===== src/rtl/core/bracket_pair_matcher_defines.svh =====
// ----------------------------------------------------------------------------
// Bracket pair matcher assertion macros
// Shared concurrent assertion wrappers; define ASSERT_OFF to compile them out.
// ----------------------------------------------------------------------------
`ifndef BRACKET_PAIR_MATCHER_DEFINES_SVH
`define BRACKET_PAIR_MATCHER_DEFINES_SVH

`ifndef ASSERT_OFF

// The property must hold at every rising clock edge outside reset.
`define BPM_ASSERT(label, clk, rstn, prop, msg) \
    label: assert property (@(posedge clk) disable iff (!rstn) prop) else $error(msg);

// The expression must never be true outside reset.
`define BPM_NEVER(label, clk, rstn, expr, msg) \
    label: assert property (@(posedge clk) disable iff (!rstn) !(expr)) else $error(msg);

`else

`define BPM_ASSERT(label, clk, rstn, prop, msg)

`define BPM_NEVER(label, clk, rstn, expr, msg)

`endif

`endif


===== src/rtl/core/bpm_pkg.sv =====
// ----------------------------------------------------------------------------
// Bracket pair matcher package
// Status codes, command characters, default sizes and the queue entry flags.
// ----------------------------------------------------------------------------
package bpm_pkg;

    localparam int BPM_STACK_DEPTH = 256;
    localparam int BPM_MAX_PROGRAM = 65536;
    localparam int QUEUE_DEPTH     = 4;
    localparam int POS_W           = 16;

    // Command characters.
    localparam logic [7:0] CH_GT    = 8'h3E;
    localparam logic [7:0] CH_LT    = 8'h3C;
    localparam logic [7:0] CH_PLUS  = 8'h2B;
    localparam logic [7:0] CH_MINUS = 8'h2D;
    localparam logic [7:0] CH_DOT   = 8'h2E;
    localparam logic [7:0] CH_COMMA = 8'h2C;
    localparam logic [7:0] CH_OPEN  = 8'h5B;
    localparam logic [7:0] CH_CLOSE = 8'h5D;

    // ST_PAIR doubles as "no error recorded" in the error register.
    typedef enum logic [2:0] {
        ST_PAIR  = 3'd0,
        ST_OK    = 3'd1,
        ST_DEEP  = 3'd2,
        ST_CLOSE = 3'd3,
        ST_OPEN  = 3'd4,
        ST_LONG  = 3'd5
    } status_t;

    typedef struct packed {
        logic    push;
        logic    pop;
        logic    fin;
        status_t status;
    } op_flags_t;

endpackage


===== src/rtl/core/bpm_ram.sv =====
// ----------------------------------------------------------------------------
// Bracket pair matcher RAM
// Generic simple dual-port RAM with one write port and a registered read port.
// ----------------------------------------------------------------------------
module bpm_ram #(
    parameter int WIDTH = 16,
    parameter int DEPTH = 256
) (
    input  logic                     aclk,
    input  logic                     wr_en,
    input  logic [$clog2(DEPTH)-1:0] wr_addr,
    input  logic [WIDTH-1:0]         wr_data,
    input  logic                     rd_en,
    input  logic [$clog2(DEPTH)-1:0] rd_addr,
    output logic [WIDTH-1:0]         rd_data
);

    logic [WIDTH-1:0] mem_reg [DEPTH];
    logic [WIDTH-1:0] rd_data_reg;

    always_ff @(posedge aclk) begin
        if (wr_en) begin
            mem_reg[wr_addr] <= wr_data;
        end
        if (rd_en) begin
            rd_data_reg <= mem_reg[rd_addr];
        end
    end

    assign rd_data = rd_data_reg;

endmodule


===== src/rtl/core/bpm_queue.sv =====
// ----------------------------------------------------------------------------
// Bracket pair matcher queue
// Small flip-flop FIFO that decouples the classifier from the stack engine.
// ----------------------------------------------------------------------------
module bpm_queue #(
    parameter int WIDTH = 8,
    parameter int DEPTH = 4
) (
    input  logic             aclk,
    input  logic             aresetn,
    input  logic             in_valid,
    output logic             in_ready,
    input  logic [WIDTH-1:0] in_data,
    output logic             out_valid,
    input  logic             out_ready,
    output logic [WIDTH-1:0] out_data
);

    localparam int PTR_W = $clog2(DEPTH);
    localparam int CNT_W = $clog2(DEPTH + 1);

    logic [WIDTH-1:0] data_reg [DEPTH];
    logic [PTR_W-1:0] wptr_reg, wptr_next;
    logic [PTR_W-1:0] rptr_reg, rptr_next;
    logic [CNT_W-1:0] count_reg, count_next;
    logic             do_push;
    logic             do_pop;

    assign in_ready  = (count_reg != CNT_W'(DEPTH));
    assign out_valid = (count_reg != '0);
    assign out_data  = data_reg[rptr_reg];
    assign do_push   = in_valid && in_ready;
    assign do_pop    = out_valid && out_ready;

    always_comb begin
        wptr_next  = wptr_reg;
        rptr_next  = rptr_reg;
        count_next = count_reg;
        if (do_push) begin
            wptr_next = (wptr_reg == PTR_W'(DEPTH - 1)) ? '0 : wptr_reg + 1'b1;
        end
        if (do_pop) begin
            rptr_next = (rptr_reg == PTR_W'(DEPTH - 1)) ? '0 : rptr_reg + 1'b1;
        end
        if (do_push && !do_pop) begin
            count_next = count_reg + 1'b1;
        end else if (do_pop && !do_push) begin
            count_next = count_reg - 1'b1;
        end
    end

    always_ff @(posedge aclk) begin
        if (!aresetn) begin
            wptr_reg  <= '0;
            rptr_reg  <= '0;
            count_reg <= '0;
        end else begin
            wptr_reg  <= wptr_next;
            rptr_reg  <= rptr_next;
            count_reg <= count_next;
        end
    end

    always_ff @(posedge aclk) begin
        if (do_push) begin
            data_reg[wptr_reg] <= in_data;
        end
    end

endmodule


===== src/rtl/core/bpm_front.sv =====
// ----------------------------------------------------------------------------
// Bracket pair matcher front end
// Classifies characters, tracks position, nesting depth and the sticky error,
// and turns each item into a push, pop and/or final-result operation.
// ----------------------------------------------------------------------------
`include "bracket_pair_matcher_defines.svh"

module bpm_front import bpm_pkg::*; #(
    parameter int STACK_DEPTH = BPM_STACK_DEPTH,
    parameter int MAX_PROGRAM = BPM_MAX_PROGRAM
) (
    input  logic                           aclk,
    input  logic                           aresetn,
    input  logic                           s_valid,
    output logic                           s_ready,
    input  logic [7:0]                     s_character,
    input  logic                           s_end_of_program,
    output logic                           q_valid,
    input  logic                           q_ready,
    output op_flags_t                      q_flags,
    output logic [POS_W-1:0]               q_pos,
    output logic [$clog2(STACK_DEPTH)-1:0] q_addr
);

    localparam int AW = $clog2(STACK_DEPTH);
    localparam int DW = $clog2(STACK_DEPTH + 1);
    localparam int PW = $clog2(MAX_PROGRAM + 1);

    logic [DW-1:0] depth_reg, depth_next;
    logic [PW-1:0] pos_reg, pos_next;
    status_t       err_reg, err_next;
    op_flags_t     op;
    logic [AW-1:0] addr;
    logic          is_cmd;
    logic          accept;
    logic [31:0]   pos_wide;

    assign accept   = s_valid && s_ready;
    assign s_ready  = q_ready;
    assign pos_wide = 32'(pos_reg);

    always_comb begin
        is_cmd     = s_character inside {CH_GT, CH_LT, CH_PLUS, CH_MINUS,
                                         CH_DOT, CH_COMMA, CH_OPEN, CH_CLOSE};
        depth_next = depth_reg;
        pos_next   = pos_reg;
        err_next   = err_reg;
        op         = '0;
        addr       = '0;
        if (err_reg == ST_PAIR && is_cmd) begin
            if (pos_reg == PW'(MAX_PROGRAM)) begin
                err_next = ST_LONG;
            end else begin
                pos_next = pos_reg + 1'b1;
                if (s_character == CH_OPEN) begin
                    op.push    = 1'b1;
                    addr       = depth_reg[AW-1:0];
                    depth_next = depth_reg + 1'b1;
                    if (depth_next == DW'(STACK_DEPTH)) begin
                        err_next = ST_DEEP;
                    end
                end else if (s_character == CH_CLOSE) begin
                    if (depth_reg == '0) begin
                        err_next = ST_CLOSE;
                    end else begin
                        op.pop     = 1'b1;
                        depth_next = depth_reg - 1'b1;
                        addr       = depth_next[AW-1:0];
                    end
                end
            end
        end
        op.fin = s_end_of_program;
        // The final status reflects the state after this character.
        if (err_next != ST_PAIR) begin
            op.status = err_next;
        end else if (depth_next != '0) begin
            op.status = ST_OPEN;
        end else begin
            op.status = ST_OK;
        end
    end

    assign q_valid = s_valid && (op.push || op.pop || op.fin);
    assign q_flags = op;
    assign q_pos   = pos_wide[POS_W-1:0];
    assign q_addr  = addr;

    always_ff @(posedge aclk) begin
        if (!aresetn) begin
            depth_reg <= '0;
            pos_reg   <= '0;
            err_reg   <= ST_PAIR;
        end else if (accept) begin
            if (s_end_of_program) begin
                depth_reg <= '0;
                pos_reg   <= '0;
                err_reg   <= ST_PAIR;
            end else begin
                depth_reg <= depth_next;
                pos_reg   <= pos_next;
                err_reg   <= err_next;
            end
        end
    end

    `BPM_ASSERT(a_depth_range, aclk, aresetn, depth_reg <= DW'(STACK_DEPTH), "depth overflow")
    `BPM_ASSERT(a_last_clears, aclk, aresetn, accept && s_end_of_program |=> depth_reg == '0 && pos_reg == '0 && err_reg == ST_PAIR, "program state not cleared")
    `BPM_ASSERT(a_err_sticky, aclk, aresetn, err_reg != ST_PAIR && !(accept && s_end_of_program) |=> $stable(pos_reg) && $stable(depth_reg) && $stable(err_reg), "state moved under error")

endmodule


===== src/rtl/core/bpm_back.sv =====
// ----------------------------------------------------------------------------
// Bracket pair matcher back end
// Executes stack operations on the RAM and delivers pair and final results.
// ----------------------------------------------------------------------------
`include "bracket_pair_matcher_defines.svh"

module bpm_back import bpm_pkg::*; #(
    parameter int STACK_DEPTH = BPM_STACK_DEPTH
) (
    input  logic                           aclk,
    input  logic                           aresetn,
    input  logic                           q_valid,
    output logic                           q_ready,
    input  op_flags_t                      q_flags,
    input  logic [POS_W-1:0]               q_pos,
    input  logic [$clog2(STACK_DEPTH)-1:0] q_addr,
    output logic                           m_valid,
    input  logic                           m_ready,
    output logic [15:0]                    m_open_position,
    output logic [15:0]                    m_close_position,
    output logic [2:0]                     m_status,
    output logic                           m_final_res
);

    logic             pair_reg, pair_next;
    logic             fin_reg, fin_next;
    logic [POS_W-1:0] close_reg, close_next;
    status_t          status_reg, status_next;
    logic [POS_W-1:0] rd_data;
    logic             needs_out;
    logic             take;
    logic             drain;
    logic             out_free;
    logic             op_take;

    // Pushes without the final flag never touch the output stage, so they proceed while a result waits.
    assign needs_out = q_flags.pop || q_flags.fin;
    assign take      = m_valid && m_ready;
    assign drain     = take && !(pair_reg && fin_reg);
    assign out_free  = !m_valid || drain;
    assign q_ready   = !needs_out || out_free;
    assign op_take   = q_valid && q_ready;

    bpm_ram #(
        .WIDTH (POS_W),
        .DEPTH (STACK_DEPTH)
    ) u_stack (
        .aclk    (aclk),
        .wr_en   (op_take && q_flags.push),
        .wr_addr (q_addr),
        .wr_data (q_pos),
        .rd_en   (op_take && q_flags.pop),
        .rd_addr (q_addr),
        .rd_data (rd_data)
    );

    always_comb begin
        pair_next   = pair_reg;
        fin_next    = fin_reg;
        close_next  = close_reg;
        status_next = status_reg;
        if (take) begin
            if (pair_reg) begin
                pair_next = 1'b0;
            end else begin
                fin_next = 1'b0;
            end
        end
        if (op_take && needs_out) begin
            pair_next   = q_flags.pop;
            fin_next    = q_flags.fin;
            close_next  = q_pos;
            status_next = q_flags.status;
        end
    end

    always_ff @(posedge aclk) begin
        if (!aresetn) begin
            pair_reg <= 1'b0;
            fin_reg  <= 1'b0;
        end else begin
            pair_reg <= pair_next;
            fin_reg  <= fin_next;
        end
    end

    always_ff @(posedge aclk) begin
        close_reg  <= close_next;
        status_reg <= status_next;
    end

    // A pair goes out before the final result of the same character.
    assign m_valid          = pair_reg || fin_reg;
    assign m_open_position  = pair_reg ? rd_data : '0;
    assign m_close_position = pair_reg ? close_reg : '0;
    assign m_status         = pair_reg ? ST_PAIR : status_reg;
    assign m_final_res      = !pair_reg;

    `BPM_NEVER(a_push_pop, aclk, aresetn, q_valid && q_flags.push && q_flags.pop, "push and pop in one operation")
    `BPM_ASSERT(a_pop_loads, aclk, aresetn, op_take && q_flags.pop |=> pair_reg, "pop did not load a pair")
    `BPM_ASSERT(a_pair_then_fin, aclk, aresetn, pair_reg && fin_reg && take |=> fin_reg && !pair_reg, "final result lost after pair")

endmodule


===== src/rtl/core/bracket_pair_matcher.sv =====
// ----------------------------------------------------------------------------
// Bracket pair matcher
// Stack-based bracket matching over a program streamed one byte per item.
// ----------------------------------------------------------------------------
// The block accepts one character per clock cycle while its queue has room.
// Only the eight command characters take positions; each matched pair of
// brackets produces a pair result, and the character flagged as end of
// program also produces a final result with the program status (a sticky
// error, an unmatched open bracket, or ok). A character that yields both a
// pair and a final result sends them on the result port one after the
// other; a short queue between the classifier and the stack engine absorbs
// that. The opening positions live in a RAM of STACK_DEPTH entries with a
// registered read. Each result is registered first in the queue and then in
// the output register, which loads together with the RAM read. No clearing
// pass is needed after reset, since a pop only reads entries pushed earlier
// in the same program.
module bracket_pair_matcher import bpm_pkg::*; #(
    parameter int STACK_DEPTH = BPM_STACK_DEPTH,
    parameter int MAX_PROGRAM = BPM_MAX_PROGRAM
) (
    input  logic        aclk,
    input  logic        aresetn,
    input  logic        s_valid,
    output logic        s_ready,
    input  logic [7:0]  s_character,
    input  logic        s_end_of_program,
    output logic        m_valid,
    input  logic        m_ready,
    output logic [15:0] m_open_position,
    output logic [15:0] m_close_position,
    output logic [2:0]  m_status,
    output logic        m_final_res
);

    localparam int AW   = $clog2(STACK_DEPTH);
    localparam int OP_W = $bits(op_flags_t) + POS_W + AW;

    logic             f_valid, f_ready;
    op_flags_t        f_flags;
    logic [POS_W-1:0] f_pos;
    logic [AW-1:0]    f_addr;
    logic [OP_W-1:0]  f_data;

    logic             b_valid, b_ready;
    op_flags_t        b_flags;
    logic [POS_W-1:0] b_pos;
    logic [AW-1:0]    b_addr;
    logic [OP_W-1:0]  b_data;

    bpm_front #(
        .STACK_DEPTH (STACK_DEPTH),
        .MAX_PROGRAM (MAX_PROGRAM)
    ) u_front (
        .aclk             (aclk),
        .aresetn          (aresetn),
        .s_valid          (s_valid),
        .s_ready          (s_ready),
        .s_character      (s_character),
        .s_end_of_program (s_end_of_program),
        .q_valid          (f_valid),
        .q_ready          (f_ready),
        .q_flags          (f_flags),
        .q_pos            (f_pos),
        .q_addr           (f_addr)
    );

    assign f_data = {f_flags, f_pos, f_addr};

    bpm_queue #(
        .WIDTH (OP_W),
        .DEPTH (QUEUE_DEPTH)
    ) u_queue (
        .aclk      (aclk),
        .aresetn   (aresetn),
        .in_valid  (f_valid),
        .in_ready  (f_ready),
        .in_data   (f_data),
        .out_valid (b_valid),
        .out_ready (b_ready),
        .out_data  (b_data)
    );

    assign {b_flags, b_pos, b_addr} = b_data;

    bpm_back #(
        .STACK_DEPTH (STACK_DEPTH)
    ) u_back (
        .aclk             (aclk),
        .aresetn          (aresetn),
        .q_valid          (b_valid),
        .q_ready          (b_ready),
        .q_flags          (b_flags),
        .q_pos            (b_pos),
        .q_addr           (b_addr),
        .m_valid          (m_valid),
        .m_ready          (m_ready),
        .m_open_position  (m_open_position),
        .m_close_position (m_close_position),
        .m_status         (m_status),
        .m_final_res      (m_final_res)
    );

endmodule

===== config.mk =====
export PLATFORM = sky130hd
export DESIGN_NAME = bracket_pair_matcher
export DESIGN_NICKNAME = d
export VERILOG_FILES = /design/src/rtl/core/bpm_pkg.sv /design/src/rtl/core/bpm_ram.sv /design/src/rtl/core/bpm_queue.sv /design/src/rtl/core/bpm_front.sv /design/src/rtl/core/bpm_back.sv /design/src/rtl/core/bracket_pair_matcher.sv
export VERILOG_INCLUDE_DIRS = /design/src /design/src/rtl/core
export SDC_FILE = /design/constraint.sdc
export NUM_CORES = 2
export LEC_CHECK = 0
export BUFFER_PORTS_ARGS = -buffer_cell sky130_fd_sc_hd__buf_2
export CAP_MARGIN = 20
export CELL_PAD_IN_SITES_DETAIL_PLACEMENT = 0
export CELL_PAD_IN_SITES_GLOBAL_PLACEMENT = 1
export CORE_MARGIN = 2
export CORE_UTILIZATION = 31
export DETAILED_ROUTE_END_ITERATION = 7
export MAX_ROUTING_LAYER = met4
export PLACE_DENSITY_LB_ADDON = 0.1
export SETUP_SLACK_MARGIN = 0.1
export SYNTH_ARGS = -nofsm -noshare
export SYNTH_HDL_FRONTEND = slang
export SYNTH_MEMORY_MAX_BITS = 65536
export SYNTH_SLANG_ARGS = --single-unit

===== constraint.sdc =====
create_clock -name aclk -period 5.1 [get_ports aclk]
set_input_delay 0.51 -clock aclk [delete_from_list [all_inputs] [get_ports aclk]]
set_output_delay 0.51 -clock aclk [all_outputs]
set_load 0.01 [all_outputs]

# Word-level counts from Yosys, hierarchy flattened
# Memories as Yosys holds them, arrays and structs flattened. A register that Yosys moved wholly into a read port is not among the register bits.
# Cells that the tools add are included.
[classes]
eq_ne = 15
n_reduce_logical = 36
addsub = 7
n_mux = 47
[op_table]
columns = ["op", "count"]
rows = [
  ["9-bit 2-to-1 mux", 6],
  ["17-bit 2-to-1 mux", 3],
  ["8-bit by 6-bit equality test with 1-bit output, second input constant", 6],
  ["8-bit 2-to-1 mux", 5],
  ["3-bit 2-to-1 mux", 12],
  ["16-bit 2-to-1 mux", 2],
  ["17-bit by 1-bit adder with 17-bit output, second input constant", 1],
  ["17-bit equality test, second input constant", 1],
  ["8-bit by 7-bit equality test with 1-bit output, second input constant", 2],
  ["1-bit logical AND", 13],
  ["1-bit 2-to-1 mux", 13],
  ["2-bit 2-to-1 mux", 6],
  ["9-bit by 1-bit adder with 9-bit output, second input constant", 1],
  ["9-bit equality test, second input constant", 1],
  ["9-bit logical NOT", 1],
  ["9-bit nonzero test", 1],
  ["9-bit by 1-bit subtractor with 9-bit output, second input constant", 1],
  ["8-bit nonzero test", 1],
  ["1-bit logical NOT", 6],
  ["1-bit logical OR", 6],
  ["2-bit nonzero test", 3],
  ["3-bit nonzero test", 2],
  ["2-bit by 1-bit adder with 2-bit output, second input constant", 2],
  ["2-bit equality test, second input constant", 2],
  ["other kinds (7)", 8],
]
[word_totals]
ram_bits = 4216
regBits = 57
output_inout_bits = 38
elab_cells = 117
input_bits = 13
memories = 2
[memory_table]
columns = ["memory", "words", "width", "rd", "rd_ports_with_merged_regs", "write_ports", "line", "rtl"]
rows = [
  ["u_back.u_stack.mem_reg", 256, 16, 1, 1, 1, "bpm_ram.sv:18", "logic [WIDTH-1:0] mem_reg [DEPTH];"],
  ["u_queue.data_reg", 4, 30, 1, 1, 1, "bpm_queue.sv:22", "logic [WIDTH-1:0] data_reg [DEPTH];"],
]

# Longest topological paths before layout
[logic_depth]
depth_word = 14
ltp_mapped = 16
mapped_depth_nobuf = 13

# Hierarchy
# From an unflattened synthesis, not the netlist that was laid out.
[hier_totals]
hier_cells = 7965
area_unflattened_um2 = 167136.5
[by_module_without_submodules]
columns = ["module", "cells_per_inst", "seq_area_each_um2", "area_per_inst_um2", "n_inst"]
rows = [
  ["bpm_ram", 7360, 123478.4, 158874.9, 1],
  ["bpm_queue", 207, 3783.6, 4790.8, 1],
  ["bpm_front", 323, 580.6, 2499.9, 1],
  ["bpm_back", 75, 610.6, 970.9, 1],
]

# Worst setup path after synthesis
# OpenSTA, ideal clock, no wires.
[synth_path]
kind = "reg2reg"
from = "reg with a tool-made name"
to = "reg u_back.close_reg[10], data pin"
path_buffers = 4
required_ns = 4.547
synth_period_minus_slack_ns = 4.304
path_slack_ns = 0.796
stages_incl_launch_ff = 6
setup_time_ns = 0.553
arrival_ns = 3.751
path_cell_list = "dfxtp_1 > buf_6 > buf_4 > buf_1 > clkbuf_1 > mux4_2"
[synth_rtl]
columns = ["item", "line", "rtl"]
rows = [
  ["end signal, assigned", "bpm_back.sv:88", "close_reg <= close_next;"],
  ["end, declared", "bpm_back.sv:27", "logic [POS_W-1:0] close_reg, close_next;"],
]

==> impl_metrics.ini <==
[die]
rows = 270
die_w_um = 740
start_util_pct = 31.1
die_y_um = 740
ios = 51
dieArea_sq_um = 548000
core-area_sq_um = 541000

[timing]
fmax_mhz = 198
slew-limit-headroom_pct = 6.18
worst_pin_slew_ns = 1.41
period_share_pct = 99.0
slew_viol_final = 0
layout_min_cycle_time_ns = 5.05
rsz0062_at_grt = false
hold_slack_ns = 0.244
setup_slack_ns = 0.0503
clock_skew_ns = 0.0825
setup_violations = 0
hold_violations = 0

[min_path]
hp-start = s_character[1]
min_to = u_front.depth_reg[8]$_SDFFE_PN0P_
hold_class = primary input to flip-flop
min_path_cells = 7

[grt]
grt_use_total_pct = 25.0
grt_first_pass_wirelength_mm = 913
grt_pass1_vias = 99800
antenna_found_initial = 79
grt_overflow_total = 0
grt_max_degree = 180

[yosys]
async_flop_share_pct = 0
syn_area_sq_um = 168000
synthCells = 10400
yosysSeqAreaShare_pct = 76.4
synth-edff-count = 4251
synth_nets = 10500
yosysUniqueCellTypes = 78
ys_ff_latch = 4291
yosys_warnings = 0
synth-main-ff-cell = edfxtp_1
synth_area_per_cell_sq_um = 16.1

[drt]
ant_nets = 0
drc = 0
vias = 103000
post_drt_via_cell_ratio = 5.41
drt_first_iter_violations = 13100
postRouteWirelength_mm = 682
wl_per_cell_um = 35.9
dr.pass1.iters = 6

[cts]
clk-insertion-delay-late_ns = 1.06
clock_path_buffers = 4
cts_tree = done
cts_root_buf = clkbuf_16
clk_pin_slew_ns = 0.06
cts_buffers = 480
clkSinkCount = 4291
htreeDepth = 5

[worst_setup_path]
cpPeakStageDelay_ns = 0.70
end_kind = flip-flop
worst_r2r_endpoint = u_back.u_stack.rd_data[11]$_DFFE_PP_
start_kind = flip-flop
path_cells = buf_12 -> mux4_2 -> buf_12 -> nand2b_2 -> buf_12 -> nor2_1 -> buf_4 -> a22o_1 -> a32oi_1 -> nand3_1 -> nor3_2 -> nand4_1
r2r_slack_ns = 0.05
path_common_cell = buf_12
cp_max_fo = 33
worstPathArrival_ns = 5.83
cpMaxStageDelayCell = mux4_2
cp.required_ns = 5.88
critPathKind = flip-flop to flip-flop
ff2ff_path_depth = 12

[placed_design]
dp_hpwl_mm = 444
place_ws_ns = -0.0727
place_inst = 18000
gp_congestion = 0.967
port_buffers = 50

[power_and_ir_drop]
irDropWorstVdd_mv = 0.511
leakagePower_nw = 65.1
power-per-cell-area_nw_per_um2 = 594

[outcome]
status = completed

[cells_and_area]
stdcell_count = 19000
largest_reg_flops = 4096
area_growth_pct = 19.2
fin_nets = 11300
final_layout_size_suffix_gt1_share_pct = 21.2

[job]
drv_cap = 0
## cell families after synthesis
kind of cell	Yosys count	synth area share, %
flip-flops	4291	76.4
AND/OR/NAND/NOR	3704	9.67
AO/OA/AOI/OAI	1125	4.90
buffers and inverters	694	2.01
multiplexers	592	6.78
XOR/XNOR	26	0.135
adder cells (fa/ha/maj)	13	0.0997
## through the flow
stage	total power, mW	instance area [sq um]	setup TNS [ns]	utilization, %
floorplan	62.8	168000	0	-
global placement	85.0	185000	-0.593	34.1
detailed placement	85.3	185000	-0.0727	34.2
CTS	120	200000	0	37.0
global route	122	200000	0	37.1
finish	119	200000	0	37.1
## worst max-delay path, delay by kind of cell (launching register included)
kind            cells  cell delay (ns)
mux                 1             0.70
simple gates        5             1.41
buf+inv             4             1.14
flops               1             0.37
compound gates      2             1.08
## where the power goes
group | total [mW] | switching (mW) | internal, mW
sequential | 44.3 | 0.241 | 44.0
clock | 34.3 | 14.7 | 19.6
combinational | 40.4 | 29.7 | 10.7
total | 119 | 44.7 | 74.3
## area by class of cell
cell class	count	area (sq um)
flip-flops and latches	4291	128000
well taps	7208	9020
inverters	17	63.8
fillers	50700	340000
clock buffers	608	12600
diodes	75	188
clock inverters	282	2870
repair buffers	1052	9860
multi-input cells	5460	37400
## per-layer routing
| metal | GRT usage (%) | up-vias | share of wire [%] |
|---|---|---|---|
| met1 | 33.5 | 55400 | 43 |
| met4 | 7.94 | 0 | 3.7 |
| met2 | 39.1 | 4082 | 47 |
| li1 | - | 42500 | - |
| met5 | - | - | 0 |
| met3 | 3.93 | 913 | 6.9 |
## cells in the mapped netlist, drive strengths merged, types with 28 or more instances
master	instances	share of area, %
o21ai	52	0.15
a31oi	161	0.60
nand4	82	0.31
o2111ai	28	0.15
a21oi	142	0.42
and3	183	0.68
o22ai	62	0.23
nor2	369	0.83
a22oi	96	0.43
mux2i	147	0.88
a32oi	108	0.56
edfxtp	4251	76
buf	482	1.5
nor4	61	0.23
clkbuf	195	0.44
a211oi	165	0.74
dfxtp	40	0.48
nor3	43	0.13
and2	54	0.20
nor2b	171	0.64
nand3	534	1.6
mux4	436	5.8
a311oi	218	1.1
nand2	2140	4.8
## what timing repair did
action,CTS,global route
cloned,0,0
hold endpoints to repair,30,0
endpoints found under the setup margin,2,3
buffers inserted,0,0
gates resized for setup,2,3
pin swaps,0,0
hold buffers,5,0
## worst max-delay path by stage
stage | slack (ns) | end | startpoint
floorplan | 0.80 | u_back.close_reg[10]$_DFFE_PP_ | flip-flop
global placement | -0.21 | u_back.u_stack.rd_data[1]$_DFFE_PP_ | flip-flop
detailed placement | -0.07 | u_back.u_stack.rd_data[11]$_DFFE_PP_ | flip-flop
CTS | 0.16 | u_back.u_stack.rd_data[11]$_DFFE_PP_ | flip-flop
global route | 0.12 | u_back.u_stack.rd_data[13]$_DFFE_PP_ | flip-flop
finish | 0.05 | u_back.u_stack.rd_data[11]$_DFFE_PP_ | flip-flop
## layout by cell type (no fill, tap or decap), drive strengths merged, types with 147 or more instances in the layout
cell type  count
a31oi        161
a211oi       165
a311oi       218
nor2         369
mux4         436
and3         183
nand3        534
buf         1047
nand2       2140
edfxtp      4251
nor2b        171
mux2i        147
clkinv       217
clkbuf       608
No activity file was read; power rests on OpenSTA's default activity.
